--- src/rtl/lcsm_pkg.sv ---
// Shared types and constants for the linear concatenation sector mapper.
// Used by lcsm_ctrl, lcsm_dp and linear_concat_sector_mapper_core.
`timescale 1ns / 1ps

package lcsm_pkg;

    localparam int MAX_DISKS_DEF = 8;

    // Field widths of the stream payloads.
    localparam int ACT_W    = 2;
    localparam int SIZE_W   = 40;
    localparam int OFS_W    = 40;
    localparam int START_W  = 44;
    localparam int LEN_W    = 23;
    localparam int IDX_OUT_W = 3;
    localparam int DSEC_W   = 41;
    localparam int STAT_W   = 2;

    // Internal widths: running block total, block end, sector cursor.
    localparam int TOTAL_W  = 43;
    localparam int END_W    = TOTAL_W + 1;
    localparam int SEC_W    = END_W + 1;
    localparam int SECREM_W = SEC_W + 1;

    localparam int IN_FIELDS_W  = SIZE_W + OFS_W + START_W + LEN_W;
    localparam int IN_DATA_W    = ((IN_FIELDS_W + 7) / 8) * 8;
    localparam int OUT_FIELDS_W = IDX_OUT_W + DSEC_W + LEN_W;
    localparam int OUT_DATA_W   = ((OUT_FIELDS_W + 7) / 8) * 8;

    // Bit positions inside s_tdata and m_tdata.
    localparam int IN_SIZE_LO  = 0;
    localparam int IN_OFS_LO   = IN_SIZE_LO + SIZE_W;
    localparam int IN_START_LO = IN_OFS_LO + OFS_W;
    localparam int IN_LEN_LO   = IN_START_LO + START_W;

    // Request kinds carried on s_tuser.
    localparam logic [ACT_W-1:0] ACT_ADD   = 2'd0;
    localparam logic [ACT_W-1:0] ACT_CLEAR = 2'd1;
    localparam logic [ACT_W-1:0] ACT_MAP   = 2'd2;

    // Result status carried on m_tuser.
    localparam logic [STAT_W-1:0] STAT_MAPPED = 2'd0;
    localparam logic [STAT_W-1:0] STAT_RANGE  = 2'd1;
    localparam logic [STAT_W-1:0] STAT_ADDED  = 2'd2;
    localparam logic [STAT_W-1:0] STAT_FULL   = 2'd3;

    typedef struct packed {
        logic load;
        logic clear;
        logic add;
        logic lookup;
        logic emit;
    } lcsm_cmd_t;

    typedef struct packed {
        logic out_free;
        logic emit_last;
    } lcsm_sts_t;

endpackage

--- src/rtl/linear_concat_sector_mapper_core.sv ---
// Top level of the linear concatenation sector mapper.
// Depends on lcsm_pkg, lcsm_ctrl and lcsm_dp.
//
//  Channel | Signals                          | Carries
//  --------+----------------------------------+------------------------------------------
//  s_*     | s_tvalid s_tready s_tdata s_tuser | add disk, clear table or map request
//  m_*     | m_tvalid m_tready m_tdata m_tuser | one result per disk added or segment,
//          | m_tlast                          | m_tlast on the last result of a request
//
// A request is taken only in the idle state. A clear completes as it is taken, add disk
// passes through the add state, and a map request yields at most MAX_DISKS + 1 segments:
// each segment passes through a registered compare against every table entry
// and then through selecting the lowest matching disk and writing the result register.
// A stalled m_tready holds the add or segment step until the result register frees.
// Reset clears the disk count, block total, split count and output valid; there is no table clearing pass.
`timescale 1ns / 1ps

module linear_concat_sector_mapper_core
    import lcsm_pkg::*;
#(
    parameter int MAX_DISKS = MAX_DISKS_DEF
)
(
    input  logic                  clk,
    input  logic                  rst_n,
    input  logic                  s_tvalid,
    output logic                  s_tready,
    // disk_size_kib, disk_data_offset, start_sector, length_sectors, zero padding
    input  logic [IN_DATA_W-1:0]  s_tdata,
    // action
    input  logic [ACT_W-1:0]      s_tuser,
    output logic                  m_tvalid,
    input  logic                  m_tready,
    // disk_index, device_sector, segment_sectors, zero padding
    output logic [OUT_DATA_W-1:0] m_tdata,
    // status
    output logic [STAT_W-1:0]     m_tuser,
    output logic                  m_tlast
);

    lcsm_cmd_t cmd;
    lcsm_sts_t sts;

    lcsm_ctrl u_ctrl (
        .clk      (clk),
        .rst_n    (rst_n),
        .s_tvalid (s_tvalid),
        .s_tready (s_tready),
        .s_tuser  (s_tuser),
        .sts      (sts),
        .cmd      (cmd)
    );

    lcsm_dp #(
        .MAX_DISKS (MAX_DISKS)
    ) u_dp (
        .clk      (clk),
        .rst_n    (rst_n),
        .s_tdata  (s_tdata),
        .cmd      (cmd),
        .sts      (sts),
        .m_tvalid (m_tvalid),
        .m_tready (m_tready),
        .m_tdata  (m_tdata),
        .m_tuser  (m_tuser),
        .m_tlast  (m_tlast)
    );

endmodule

--- src/rtl/lcsm_ctrl.sv ---
// Controller state machine of the sector mapper.
// Depends on lcsm_pkg; drives the command struct of lcsm_dp.
`timescale 1ns / 1ps

module lcsm_ctrl
    import lcsm_pkg::*;
(
    input  logic             clk,
    input  logic             rst_n,
    input  logic             s_tvalid,
    output logic             s_tready,
    input  logic [ACT_W-1:0] s_tuser,
    input  lcsm_sts_t        sts,
    output lcsm_cmd_t        cmd
);

    typedef enum logic [3:0] {
        ST_IDLE   = 4'b0001,
        ST_ADD    = 4'b0010,
        ST_LOOKUP = 4'b0100,
        ST_EMIT   = 4'b1000
    } state_t;

    state_t state_reg;
    state_t state_next;

    always_ff @(posedge clk or negedge rst_n)
    begin
        if (!rst_n)
        begin
            state_reg <= ST_IDLE;
        end
        else
        begin
            state_reg <= state_next;
        end
    end

    always_comb
    begin
        state_next = state_reg;
        cmd        = '0;
        s_tready   = 1'b0;
        case (state_reg)
            ST_IDLE:
            begin
                s_tready = 1'b1;
                if (s_tvalid)
                begin
                    cmd.load = 1'b1;
                    case (s_tuser)
                        ACT_ADD:   state_next = ST_ADD;
                        ACT_CLEAR: cmd.clear = 1'b1;
                        ACT_MAP:   state_next = ST_LOOKUP;
                        default:   state_next = ST_IDLE;
                    endcase
                end
            end
            ST_ADD:
            begin
                if (sts.out_free)
                begin
                    cmd.add    = 1'b1;
                    state_next = ST_IDLE;
                end
            end
            ST_LOOKUP:
            begin
                cmd.lookup = 1'b1;
                state_next = ST_EMIT;
            end
            ST_EMIT:
            begin
                if (sts.out_free)
                begin
                    cmd.emit   = 1'b1;
                    state_next = sts.emit_last ? ST_IDLE : ST_LOOKUP;
                end
            end
            default:
            begin
                state_next = ST_IDLE;
            end
        endcase
    end

    // A segment is only produced from a freshly registered table compare.
    a_emit_after_lookup: assert property (@(posedge clk) disable iff (!rst_n)
        state_reg == ST_EMIT |-> $past(state_reg) == ST_LOOKUP
                              || $past(state_reg) == ST_EMIT)
        else $error("emit state entered without a lookup");

endmodule

--- src/rtl/lcsm_dp.sv ---
// Datapath of the sector mapper: disk table, segment cursor and result register.
// Depends on lcsm_pkg; steered by lcsm_ctrl through lcsm_cmd_t.
`timescale 1ns / 1ps

module lcsm_dp
    import lcsm_pkg::*;
#(
    parameter int MAX_DISKS = MAX_DISKS_DEF
)
(
    input  logic                  clk,
    input  logic                  rst_n,
    input  logic [IN_DATA_W-1:0]  s_tdata,
    input  lcsm_cmd_t             cmd,
    output lcsm_sts_t             sts,
    output logic                  m_tvalid,
    input  logic                  m_tready,
    output logic [OUT_DATA_W-1:0] m_tdata,
    output logic [STAT_W-1:0]     m_tuser,
    output logic                  m_tlast
);

    localparam int IDX_W = (MAX_DISKS > 1) ? $clog2(MAX_DISKS) : 1;
    localparam int CNT_W = $clog2(MAX_DISKS + 1);

    // Disk table. Only entries below the disk count are ever compared.
    logic [TOTAL_W-1:0] start_reg [MAX_DISKS];
    logic [END_W-1:0]   end_reg   [MAX_DISKS];
    logic [DSEC_W-1:0]  adj_reg   [MAX_DISKS];
    logic [CNT_W-1:0]   count_reg;
    logic [TOTAL_W-1:0] total_reg;

    // Request in progress.
    logic [SIZE_W-1:0]    size_reg;
    logic [OFS_W-1:0]     offset_reg;
    logic [SEC_W-1:0]     sec_reg;
    logic [LEN_W-1:0]     rem_reg;
    logic [CNT_W-1:0]     n_reg;
    logic [SECREM_W-1:0]  secrem_reg;
    logic [MAX_DISKS-1:0] hit_reg;

    // Result register.
    logic                 m_tvalid_reg;
    logic [IDX_OUT_W-1:0] out_idx_reg;
    logic [DSEC_W-1:0]    out_dsec_reg;
    logic [LEN_W-1:0]     out_seg_reg;
    logic [STAT_W-1:0]    out_stat_reg;
    logic                 out_last_reg;

    logic                 table_full;
    logic [END_W-1:0]     new_end;
    logic [DSEC_W-1:0]    new_adj;
    logic [IDX_W+2:0]     add_idx_ext;
    logic [START_W-1:0]   block;
    logic                 n_ok;
    logic [MAX_DISKS-1:0] below_vec;
    logic [MAX_DISKS-1:0] hit_next;
    logic [MAX_DISKS-1:0] first_hit;
    logic                 hit_any;
    logic [END_W-1:0]     sel_end;
    logic [DSEC_W-1:0]    sel_adj;
    logic [IDX_W-1:0]     sel_idx;
    logic [IDX_W+2:0]     sel_idx_ext;
    logic [SEC_W-1:0]     end2;
    logic [SEC_W-1:0]     avail;
    logic                 fits;
    logic [DSEC_W-1:0]    dsec;
    logic                 out_we;

    // Table write for a new disk: its end block and the offset that turns
    // an array sector straight into a device sector.
    assign table_full  = !(count_reg < CNT_W'(MAX_DISKS));
    assign new_end     = {1'b0, total_reg} + {{(END_W - SIZE_W){1'b0}}, size_reg};
    assign new_adj     = {1'b0, offset_reg} - {total_reg[DSEC_W-2:0], 1'b0};
    assign add_idx_ext = {3'b000, count_reg[IDX_W-1:0]};

    // Compare the current block against every table entry.
    assign block = sec_reg[SEC_W-1:1];
    assign n_ok  = n_reg < CNT_W'(MAX_DISKS);

    always_comb
    begin
        for (int i = 0; i < MAX_DISKS; i++)
        begin
            below_vec[i] = CNT_W'(i) < count_reg;
            hit_next[i]  = below_vec[i] && n_ok
                           && (block >= {1'b0, start_reg[i]})
                           && (block < end_reg[i]);
        end
    end

    // The lowest matching disk serves the segment.
    assign first_hit = hit_reg & (~hit_reg + 1'b1);
    assign hit_any   = |hit_reg;

    always_comb
    begin
        sel_end = '0;
        sel_adj = '0;
        sel_idx = '0;
        for (int i = 0; i < MAX_DISKS; i++)
        begin
            if (first_hit[i])
            begin
                sel_end = sel_end | end_reg[i];
                sel_adj = sel_adj | adj_reg[i];
                sel_idx = sel_idx | IDX_W'(i);
            end
        end
    end

    assign sel_idx_ext = {3'b000, sel_idx};
    assign end2        = {sel_end, 1'b0};
    assign avail       = end2 - sec_reg;
    assign fits        = secrem_reg <= {1'b0, end2};
    assign dsec        = sec_reg[DSEC_W-1:0] + sel_adj;

    assign sts.out_free  = !m_tvalid_reg || m_tready;
    assign sts.emit_last = !hit_any || fits;
    assign out_we        = cmd.add || cmd.emit;

    always_ff @(posedge clk or negedge rst_n)
    begin
        if (!rst_n)
        begin
            count_reg    <= '0;
            total_reg    <= '0;
            n_reg        <= '0;
            m_tvalid_reg <= 1'b0;
        end
        else
        begin
            if (cmd.clear)
            begin
                count_reg <= '0;
                total_reg <= '0;
            end
            else if (cmd.add && !table_full)
            begin
                count_reg <= count_reg + 1'b1;
                total_reg <= total_reg + TOTAL_W'(size_reg);
            end

            if (cmd.load)
            begin
                n_reg <= '0;
            end
            else if (cmd.emit && hit_any && !fits)
            begin
                n_reg <= n_reg + 1'b1;
            end

            if (out_we)
            begin
                m_tvalid_reg <= 1'b1;
            end
            else if (m_tready)
            begin
                m_tvalid_reg <= 1'b0;
            end
        end
    end

    always_ff @(posedge clk)
    begin
        if (cmd.add && !table_full)
        begin
            start_reg[count_reg[IDX_W-1:0]] <= total_reg;
            end_reg[count_reg[IDX_W-1:0]]   <= new_end;
            adj_reg[count_reg[IDX_W-1:0]]   <= new_adj;
        end

        if (cmd.load)
        begin
            size_reg   <= s_tdata[IN_SIZE_LO +: SIZE_W];
            offset_reg <= s_tdata[IN_OFS_LO +: OFS_W];
            sec_reg    <= {1'b0, s_tdata[IN_START_LO +: START_W]};
            rem_reg    <= s_tdata[IN_LEN_LO +: LEN_W];
        end
        else if (cmd.emit && hit_any && !fits)
        begin
            // Carry on at the first sector past this disk's end.
            sec_reg <= end2;
            rem_reg <= rem_reg - avail[LEN_W-1:0];
        end

        if (cmd.lookup)
        begin
            hit_reg    <= hit_next;
            secrem_reg <= {1'b0, sec_reg} + SECREM_W'(rem_reg);
        end

        if (cmd.add)
        begin
            out_idx_reg  <= table_full ? '0 : add_idx_ext[IDX_OUT_W-1:0];
            out_dsec_reg <= '0;
            out_seg_reg  <= '0;
            out_stat_reg <= table_full ? STAT_FULL : STAT_ADDED;
            out_last_reg <= 1'b1;
        end
        else if (cmd.emit)
        begin
            if (!hit_any)
            begin
                out_idx_reg  <= '0;
                out_dsec_reg <= '0;
                out_seg_reg  <= rem_reg;
                out_stat_reg <= STAT_RANGE;
                out_last_reg <= 1'b1;
            end
            else
            begin
                out_idx_reg  <= sel_idx_ext[IDX_OUT_W-1:0];
                out_dsec_reg <= dsec;
                out_seg_reg  <= fits ? rem_reg : avail[LEN_W-1:0];
                out_stat_reg <= STAT_MAPPED;
                out_last_reg <= fits;
            end
        end
    end

    assign m_tvalid = m_tvalid_reg;
    assign m_tdata  = {{(OUT_DATA_W - OUT_FIELDS_W){1'b0}},
                       out_seg_reg, out_dsec_reg, out_idx_reg};
    assign m_tuser  = out_stat_reg;
    assign m_tlast  = out_last_reg;

    a_count_bound: assert property (@(posedge clk) disable iff (!rst_n)
        count_reg <= CNT_W'(MAX_DISKS))
        else $error("disk count beyond table depth");

    a_hit_in_table: assert property (@(posedge clk) disable iff (!rst_n)
        cmd.emit |-> (hit_reg & ~below_vec) == '0)
        else $error("match on a table entry that was never added");

    a_split_progress: assert property (@(posedge clk) disable iff (!rst_n)
        cmd.emit && hit_any && !fits
            |-> avail != '0 && avail < {{(SEC_W - LEN_W){1'b0}}, rem_reg})
        else $error("split segment does not shorten the request");

endmodule

--- config.mk ---
export PLATFORM = sky130hd
export DESIGN_NAME = linear_concat_sector_mapper_core
export DESIGN_NICKNAME = d
export VERILOG_FILES = /design/src/rtl/lcsm_pkg.sv /design/src/rtl/linear_concat_sector_mapper_core.sv /design/src/rtl/lcsm_ctrl.sv /design/src/rtl/lcsm_dp.sv
export SDC_FILE = /design/constraint.sdc
export NUM_CORES = 2
export LEC_CHECK = 0
export BUFFER_PORTS_ARGS = -buffer_cell sky130_fd_sc_hd__buf_2
export CAP_MARGIN = 25
export CORE_ASPECT_RATIO = 0.75
export CORE_MARGIN = 2
export CORE_UTILIZATION = 25
export CTS_CLUSTER_DIAMETER = 120
export DETAILED_ROUTE_END_ITERATION = 12
export PLACE_DENSITY = 0.45
export SKIP_LAST_GASP = 1
export SYNTH_ARGS = -nofsm -noshare
export SYNTH_HDL_FRONTEND = slang
export SYNTH_SLANG_ARGS = --single-unit
--- constraint.sdc ---
create_clock -name clk -period 13.2 [get_ports clk]
set_input_delay 1.32 -clock clk [delete_from_list [all_inputs] [get_ports clk]]
set_output_delay 1.32 -clock clk [all_outputs]
set_load 0.02 [all_outputs]
Word level (Yosys, flattened, before mapping)
Memory sizes are Yosys's and may differ from the RTL's.
Index checks and enable logic that the tools add are counted.
{"block": "totals", "word_cells": 186, "n_memories": 3, "ff_bits": 328, "ramBits": 1024}
{"memory": "u_dp.end_reg", "depth": 8, "word_bits": 44, "rd": 8, "rd_ports_with_merged_regs": 0, "wr": 1, "line_no": "lcsm_dp.sv:28", "rtl": "logic [END_W-1:0] end_reg [MAX_DISKS];"}
{"memory": "u_dp.start_reg", "depth": 8, "word_bits": 43, "rd": 8, "rd_ports_with_merged_regs": 0, "wr": 1, "line_no": "lcsm_dp.sv:27", "rtl": "logic [TOTAL_W-1:0] start_reg [MAX_DISKS];"}
{"memory": "u_dp.adj_reg", "depth": 8, "word_bits": 41, "rd": 8, "rd_ports_with_merged_regs": 0, "wr": 1, "line_no": "lcsm_dp.sv:29", "rtl": "logic [DSEC_W-1:0] adj_reg [MAX_DISKS];"}
{"block": "op_classes", "n_eq_ne": 10, "magnitude_cmp": 27, "mux": 63, "n_addsub": 10, "n_bitwise": 16, "reduce_logical": 40}
{"cell": "$mux 44", "count": 10}
{"cell": "$mux 41", "count": 9}
{"cell": "$ge 44x43->1", "count": 8}
{"cell": "$lt 44x44->1", "count": 8}
{"cell": "$or 44x44->44", "count": 7}
{"cell": "$or 41x41->41", "count": 7}
{"cell": "$mux 23", "count": 4}
{"cell": "$mux 43", "count": 2}
{"cell": "$add 45x23->46", "count": 1}
{"cell": "$le 46x45->1", "count": 1}
{"cell": "$sub 23x23->23", "count": 2}
{"cell": "$add 43x40->44", "count": 1}
{"cell": "$add 43x40->43", "count": 1}
{"cell": "$add 41x41->41", "count": 1}
{"cell": "$sub 40x41->41", "count": 1}
{"cell": "$mux 4", "count": 7}
{"cell": "$logic_and 1x1->1", "count": 27}
{"cell": "$mux 3", "count": 9}
{"cell": "$lt 3x4->1 const A", "count": 4}
{"cell": "$pmux 4 s4", "count": 1}
{"cell": "$mux 1", "count": 14}
{"cell": "$mux 2", "count": 6}
{"cell": "$pmux 4 s3", "count": 1}
{"cell": "$add 4x1->4 const B", "count": 2}
{"cell": "19 further kinds", "count": 32}

Logic depth before layout (Yosys ltp)
{"block": "depth", "word_depth": 23, "mapped_depth": 29}

Cells and area by module
A second synthesis with hierarchy kept.
{"block": "unflattened", "hier_cells": 6298, "hier_area_um2": 74059.8}
{"module": "lcsm_dp", "instances": 1, "cells_each": 6269, "area_per_inst_um2": 73782.0}
{"module": "lcsm_ctrl", "instances": 1, "cells_each": 29, "area_per_inst_um2": 277.8}

Worst setup path after synthesis
OpenSTA, ideal clock, no wires.
{"block": "synth_path", "path_type": "input to register", "start": "input port m_tready", "end": "memory u_dp.adj_reg[0][0] (enable)", "setup_time_ps": 928, "arrival_ps": 13955, "t_required_ps": 12272, "cell_stages": 4, "setup_slack_ps": -1683, "n_path_buf": 1, "path_cell_list": "nor2b_1 or3_1 clkbuf_1 nor4_1"}
{"block": "synth_between", "elab_chain_cells": 6}
{"element": "from (decl)", "line_no": "linear_concat_sector_mapper_core.sv:33", "rtl": "input logic m_tready,"}
{"element": "$logic_or 1x1->1", "line_no": "lcsm_dp.sv:118", "rtl": "assign sts.out_free = !m_tvalid_reg || m_tready;"}
{"element": "$mux 1", "line_no": "lcsm_ctrl.sv:61", "rtl": "if (sts.out_free)"}
{"element": "$mux 1", "line_no": "lcsm_ctrl.sv:44", "rtl": "case (state_reg)"}
{"element": "$logic_and 1x1->1", "line_no": "lcsm_dp.sv:166", "rtl": "if (cmd.add && !table_full)"}
{"element": "$mux 1", "line_no": "lcsm_dp.sv:166"}
{"element": "$mux 1 (not written as such)", "line_no": "lcsm_dp.sv:170", "rtl": "adj_reg[count_reg[IDX_W-1:0]] <= new_adj;"}
{"element": "to (decl)", "line_no": "lcsm_dp.sv:29"}
Every way passes these cells.

Worst setup path in the final report
{"block": "layout_path", "start": "register u_dp.hit_reg[1]", "end": "register u_dp.rem_reg[19] (data pin)"}
{"block": "layout_between", "elab_chain_cells": 20}
{"element": "from (decl)", "line_no": "lcsm_dp.sv:40", "rtl": "logic [MAX_DISKS-1:0] hit_reg;"}
{"element": "from (signal assigned)", "line_no": "lcsm_dp.sv:189", "rtl": "hit_reg <= hit_next;"}
{"element": "$not 8->8", "line_no": "lcsm_dp.sv:93", "rtl": "assign first_hit = hit_reg & (~hit_reg + 1'b1);"}
{"element": "$add 8x1->8", "line_no": "lcsm_dp.sv:93"}
{"element": "$and 8x8->8 *", "line_no": "lcsm_dp.sv:93"}
{"element": "$mux 44", "line_no": "lcsm_dp.sv:103", "rtl": "if (first_hit[i])"}
{"element": "$or 44x44->44", "line_no": "lcsm_dp.sv:105", "rtl": "sel_end = sel_end | end_reg[i];"}
{"element": "$mux 44", "line_no": "lcsm_dp.sv:103"}
{"element": "$or 44x44->44", "line_no": "lcsm_dp.sv:105"}
{"element": "$mux 44", "line_no": "lcsm_dp.sv:103"}
{"element": "[4 not listed]"}
{"element": "$or 44x44->44", "line_no": "lcsm_dp.sv:105"}
{"element": "$mux 44", "line_no": "lcsm_dp.sv:103"}
{"element": "$or 44x44->44", "line_no": "lcsm_dp.sv:105"}
{"element": "$mux 44 *", "line_no": "lcsm_dp.sv:103"}
{"element": "$sub 23x23->23 *", "line_no": "lcsm_dp.sv:114", "rtl": "assign avail = end2 - sec_reg;"}
{"element": "$sub 23x23->23 *", "line_no": "lcsm_dp.sv:184", "rtl": "rem_reg <= rem_reg - avail[LEN_W-1:0];"}
{"element": "$mux 23 *", "line_no": "lcsm_dp.sv:180", "rtl": "else if (cmd.emit && hit_any && !fits)"}
{"element": "$mux 23 *", "line_no": "lcsm_dp.sv:173", "rtl": "if (cmd.load)"}
{"element": "to (signal assigned)", "line_no": "lcsm_dp.sv:178", "rtl": "rem_reg <= s_tdata[IN_LEN_LO +: LEN_W];"}
{"element": "to (signal assigned)", "line_no": "lcsm_dp.sv:184"}
{"element": "to (decl)", "line_no": "lcsm_dp.sv:37", "rtl": "logic [LEN_W-1:0] rem_reg;"}
Mark *: on every way between the ends. The rest lies on a longest branch, timed or not. The select of a mux whose other input is x is not followed.
A chain may end at the register's enable or synchronous reset.

==> impl_metrics.tcl <==
set metrics [dict create \
    vias 51600 \
    reg2reg_depth 29 \
    max_freq_mhz 134 \
    rsz0062_at_grt "no" \
    netlist_area_um2 74200 \
    max_stage_delay_ns 0.58 \
    fin_skew_ns 0.0905 \
    portBuffers 224 \
    fin_area_um2 86200 \
    maxCapViolations 0 \
    antenna_found_initial 15 \
    drtPass1Iterations 7 \
    ys_warn_count 0 \
    grt_pass1_vias 50600 \
    die_x_um 633 \
    yosysTopAreaCell "edfxtp_1" \
    cts_resized 0 \
    hold_viol 0 \
    critPathMaxFanout 51 \
    wl_met3_mm 13.5 \
    avgViaCountPerCell 4.77 \
    area_growth_pct 16.2 \
    netlist_top_cells_area "edfxtp_1 (50%), ha_1 (15%), inv_1 (4.3%), a21o_1 (3.5%), a21oi_1 (2.6%)" \
    synth.top_cell.area_share 0.498 \
    cts_hold_buf 0 \
    insertion_delay_ns 0.84 \
    fin_util 0.292 \
    slew_headroom 0.234 \
    cp-end-kind "register" \
    synth_fa_ha_area_frac 0.156 \
    path_class "reg -> reg" \
    clk_pin_slew_ns 0.06 \
    synth_top_flop_cell "edfxtp_1" \
    root_buffer "clkbuf_16" \
    drt-initial-drc-count 4783 \
    finalPower_w 0.0165 \
    die_y_um 476 \
    core-area_um2 296000 \
    ys_seq_area_frac 0.535 \
    place_area_um2 81100 \
    clock_sinks 1352 \
    synth_compound_area_frac 0.150 \
    grt_start_max_net_pins 129 \
    worstHoldPathType "in -> async" \
    syn_inst 6348 \
    htree_levels 4 \
    wl_met2_mm 94.1 \
    drc 0 \
    ant_nets 0 \
    avgRoutedWirePerCell_um 22.0 \
    clockBufferDepth 4 \
    totalWireLength_mm 238 \
    tightest_slew_ns 1.14 \
    synth-xor-area-share 0.0228 \
    drive_above_1_share 0.100 \
    largest_reg_flops 352 \
    maxSlewViolCount 0 \
    gr-usage-all-layers 0.155 \
    cts_inserted_buffers 158 \
    synth_top_family_by_area "adder cells" \
    whs_ns 0.451 \
    crit_required_ns 13.72 \
    gr-total-overflow 0 \
    r2r_end "u_dp.rem_reg[19]" \
    setup_violations 0 \
    arrival_ns 7.97 \
    peakVddDrop_uv 97.7 \
    dieArea_um2 301000 \
    cts_setup_buffers 0 \
    status "finished, final reports clean" \
    synth-simple-area-share 0.0828 \
    ioPinCount 235 \
    period_needed_ns 7.44 \
    cts_tree "built" \
    final.setup.tns_ns 0 \
    regToRegSetupSlack_ns 5.76 \
    highest_layer "met4" \
    synth-seq-cells 1352 \
    crit_path_top_delay_cell "buf_4" \
    initial_utilization 0.251 \
    synth_edf_count 1230 \
    synth.mux.area_fraction 0.00261 \
    period_share 0.564 \
    power_density_nw_per_um2 192 \
    fin_nets 7827 \
    grt_first_pass_wirelength_mm 344 \
    fp-row-count 173 \
    dp_hpwl_mm 173 \
    syn_area_per_cell_um2 11.7 \
    globalplace.congestion 0.874 \
    async_flop_share 0.0414 \
    leakage_nw 36.4 \
    r2r-start "u_dp.hit_reg[1]" \
    wl_met1_mm 125 \
    yosysUniqueCellTypes 88 \
    startpoint_type "register" \
]
[layout make-up]
cell class | instances | area (um2)
multi-input cells | 3997 | 30900
well taps | 3937 | 4930
diodes | 3 | 7.51
clock inverters | 54 | 484
fillers | 30400 | 209000
clock buffers | 225 | 4480
flip-flops and latches | 1352 | 39700
repair buffers | 393 | 2500
inverters | 851 | 3200
[metal layers]
layer / global-route usage / vias to the layer above
li1: - / 24500
met1: 0.243 / 25500
met2: 0.219 / 1386
met3: 0.0211 / 260
met4: 0.0356 / 0
met5: 0 / -
[power by group]
group | switching, W | leakage (nW) | internal [W]
logic | 0.00398 | 21.5 | 0.00209
registers | 0.000292 | 12.5 | 0.00583
clock network | 0.00184 | 2.43 | 0.00252
[cells by family after synthesis]
kind of cell / after synthesis
xor gates and xnor gates: 191
and+or+nand+nor: 1237
adders and majority gates: 924
other: 1
buffers and inverters: 1003
DFF: 1352
AOI/OAI and AO/OA: 1621
muxes: 19
[critical path: cells and delay by family (launching register included)]
kind | cells | cell delay (ns)
flops | 1 | 0.34
buf+inv | 4 | 1.12
simple gates | 11 | 1.62
fa+ha+maj | 3 | 1.08
compound gates | 10 | 2.69
xor+xnor | 1 | 0.27
[synth_stat cells (19+ instances only)]
cell type     n
a211oi_1     34
a21o_1      347
a21oi_1     388
a221oi_1     92
a222oi_1     85
a22o_1       53
a22oi_1      86
a31oi_1      26
and3_1       29
clkbuf_1    134
dfrtp_1      55
dfxtp_1      66
edfxtp_1   1230
ha_1        910
inv_1       851
nand2_1     270
nand2b_1     94
nand3_1     102
nand4_1     159
nor2_1      330
nor2b_1     108
nor3_1       45
o211ai_1     20
o21a_1       35
o21ai_0     274
o21bai_1     19
o31ai_1      28
xnor2_1     121
xor2_1       68
[worst max path at each step]
stage	start	end	slack, ns	depth (start not counted)
CTS	u_dp.hit_reg[1]	u_dp.rem_reg[19]	5.76	29
global placement	u_dp.hit_reg[1]	u_dp.rem_reg[19]	5.78	29
global route	u_dp.hit_reg[1]	u_dp.rem_reg[19]	5.30	26
finish	u_dp.hit_reg[1]	u_dp.rem_reg[19]	5.76	29
detailed placement	u_dp.hit_reg[1]	u_dp.rem_reg[19]	5.81	29
floorplan	m_tready	u_dp.adj_reg[2][0]	1.76	4
[through the flow]
stage	setup WS, ns	std cells
finish	5.76	10800
global route	5.30	10800
CTS	5.76	10800
detailed placement	5.81	10500
global placement	5.78	10500
floorplan	1.76	6352
[cell usage in the layout (no fill, tap or decap), types with 121 or more instances in the layout]
master,n
a21o_1,347
a21oi_1,388
buf_2,224
buf_4,158
clkbuf_16,163
edfxtp_1,1230
ha_1,910
inv_1,850
nand2_1,267
nand4_1,159
nor2_1,322
o21ai_0,274
xnor2_1,121
Note: power is estimated with default switching activity, not from simulation.
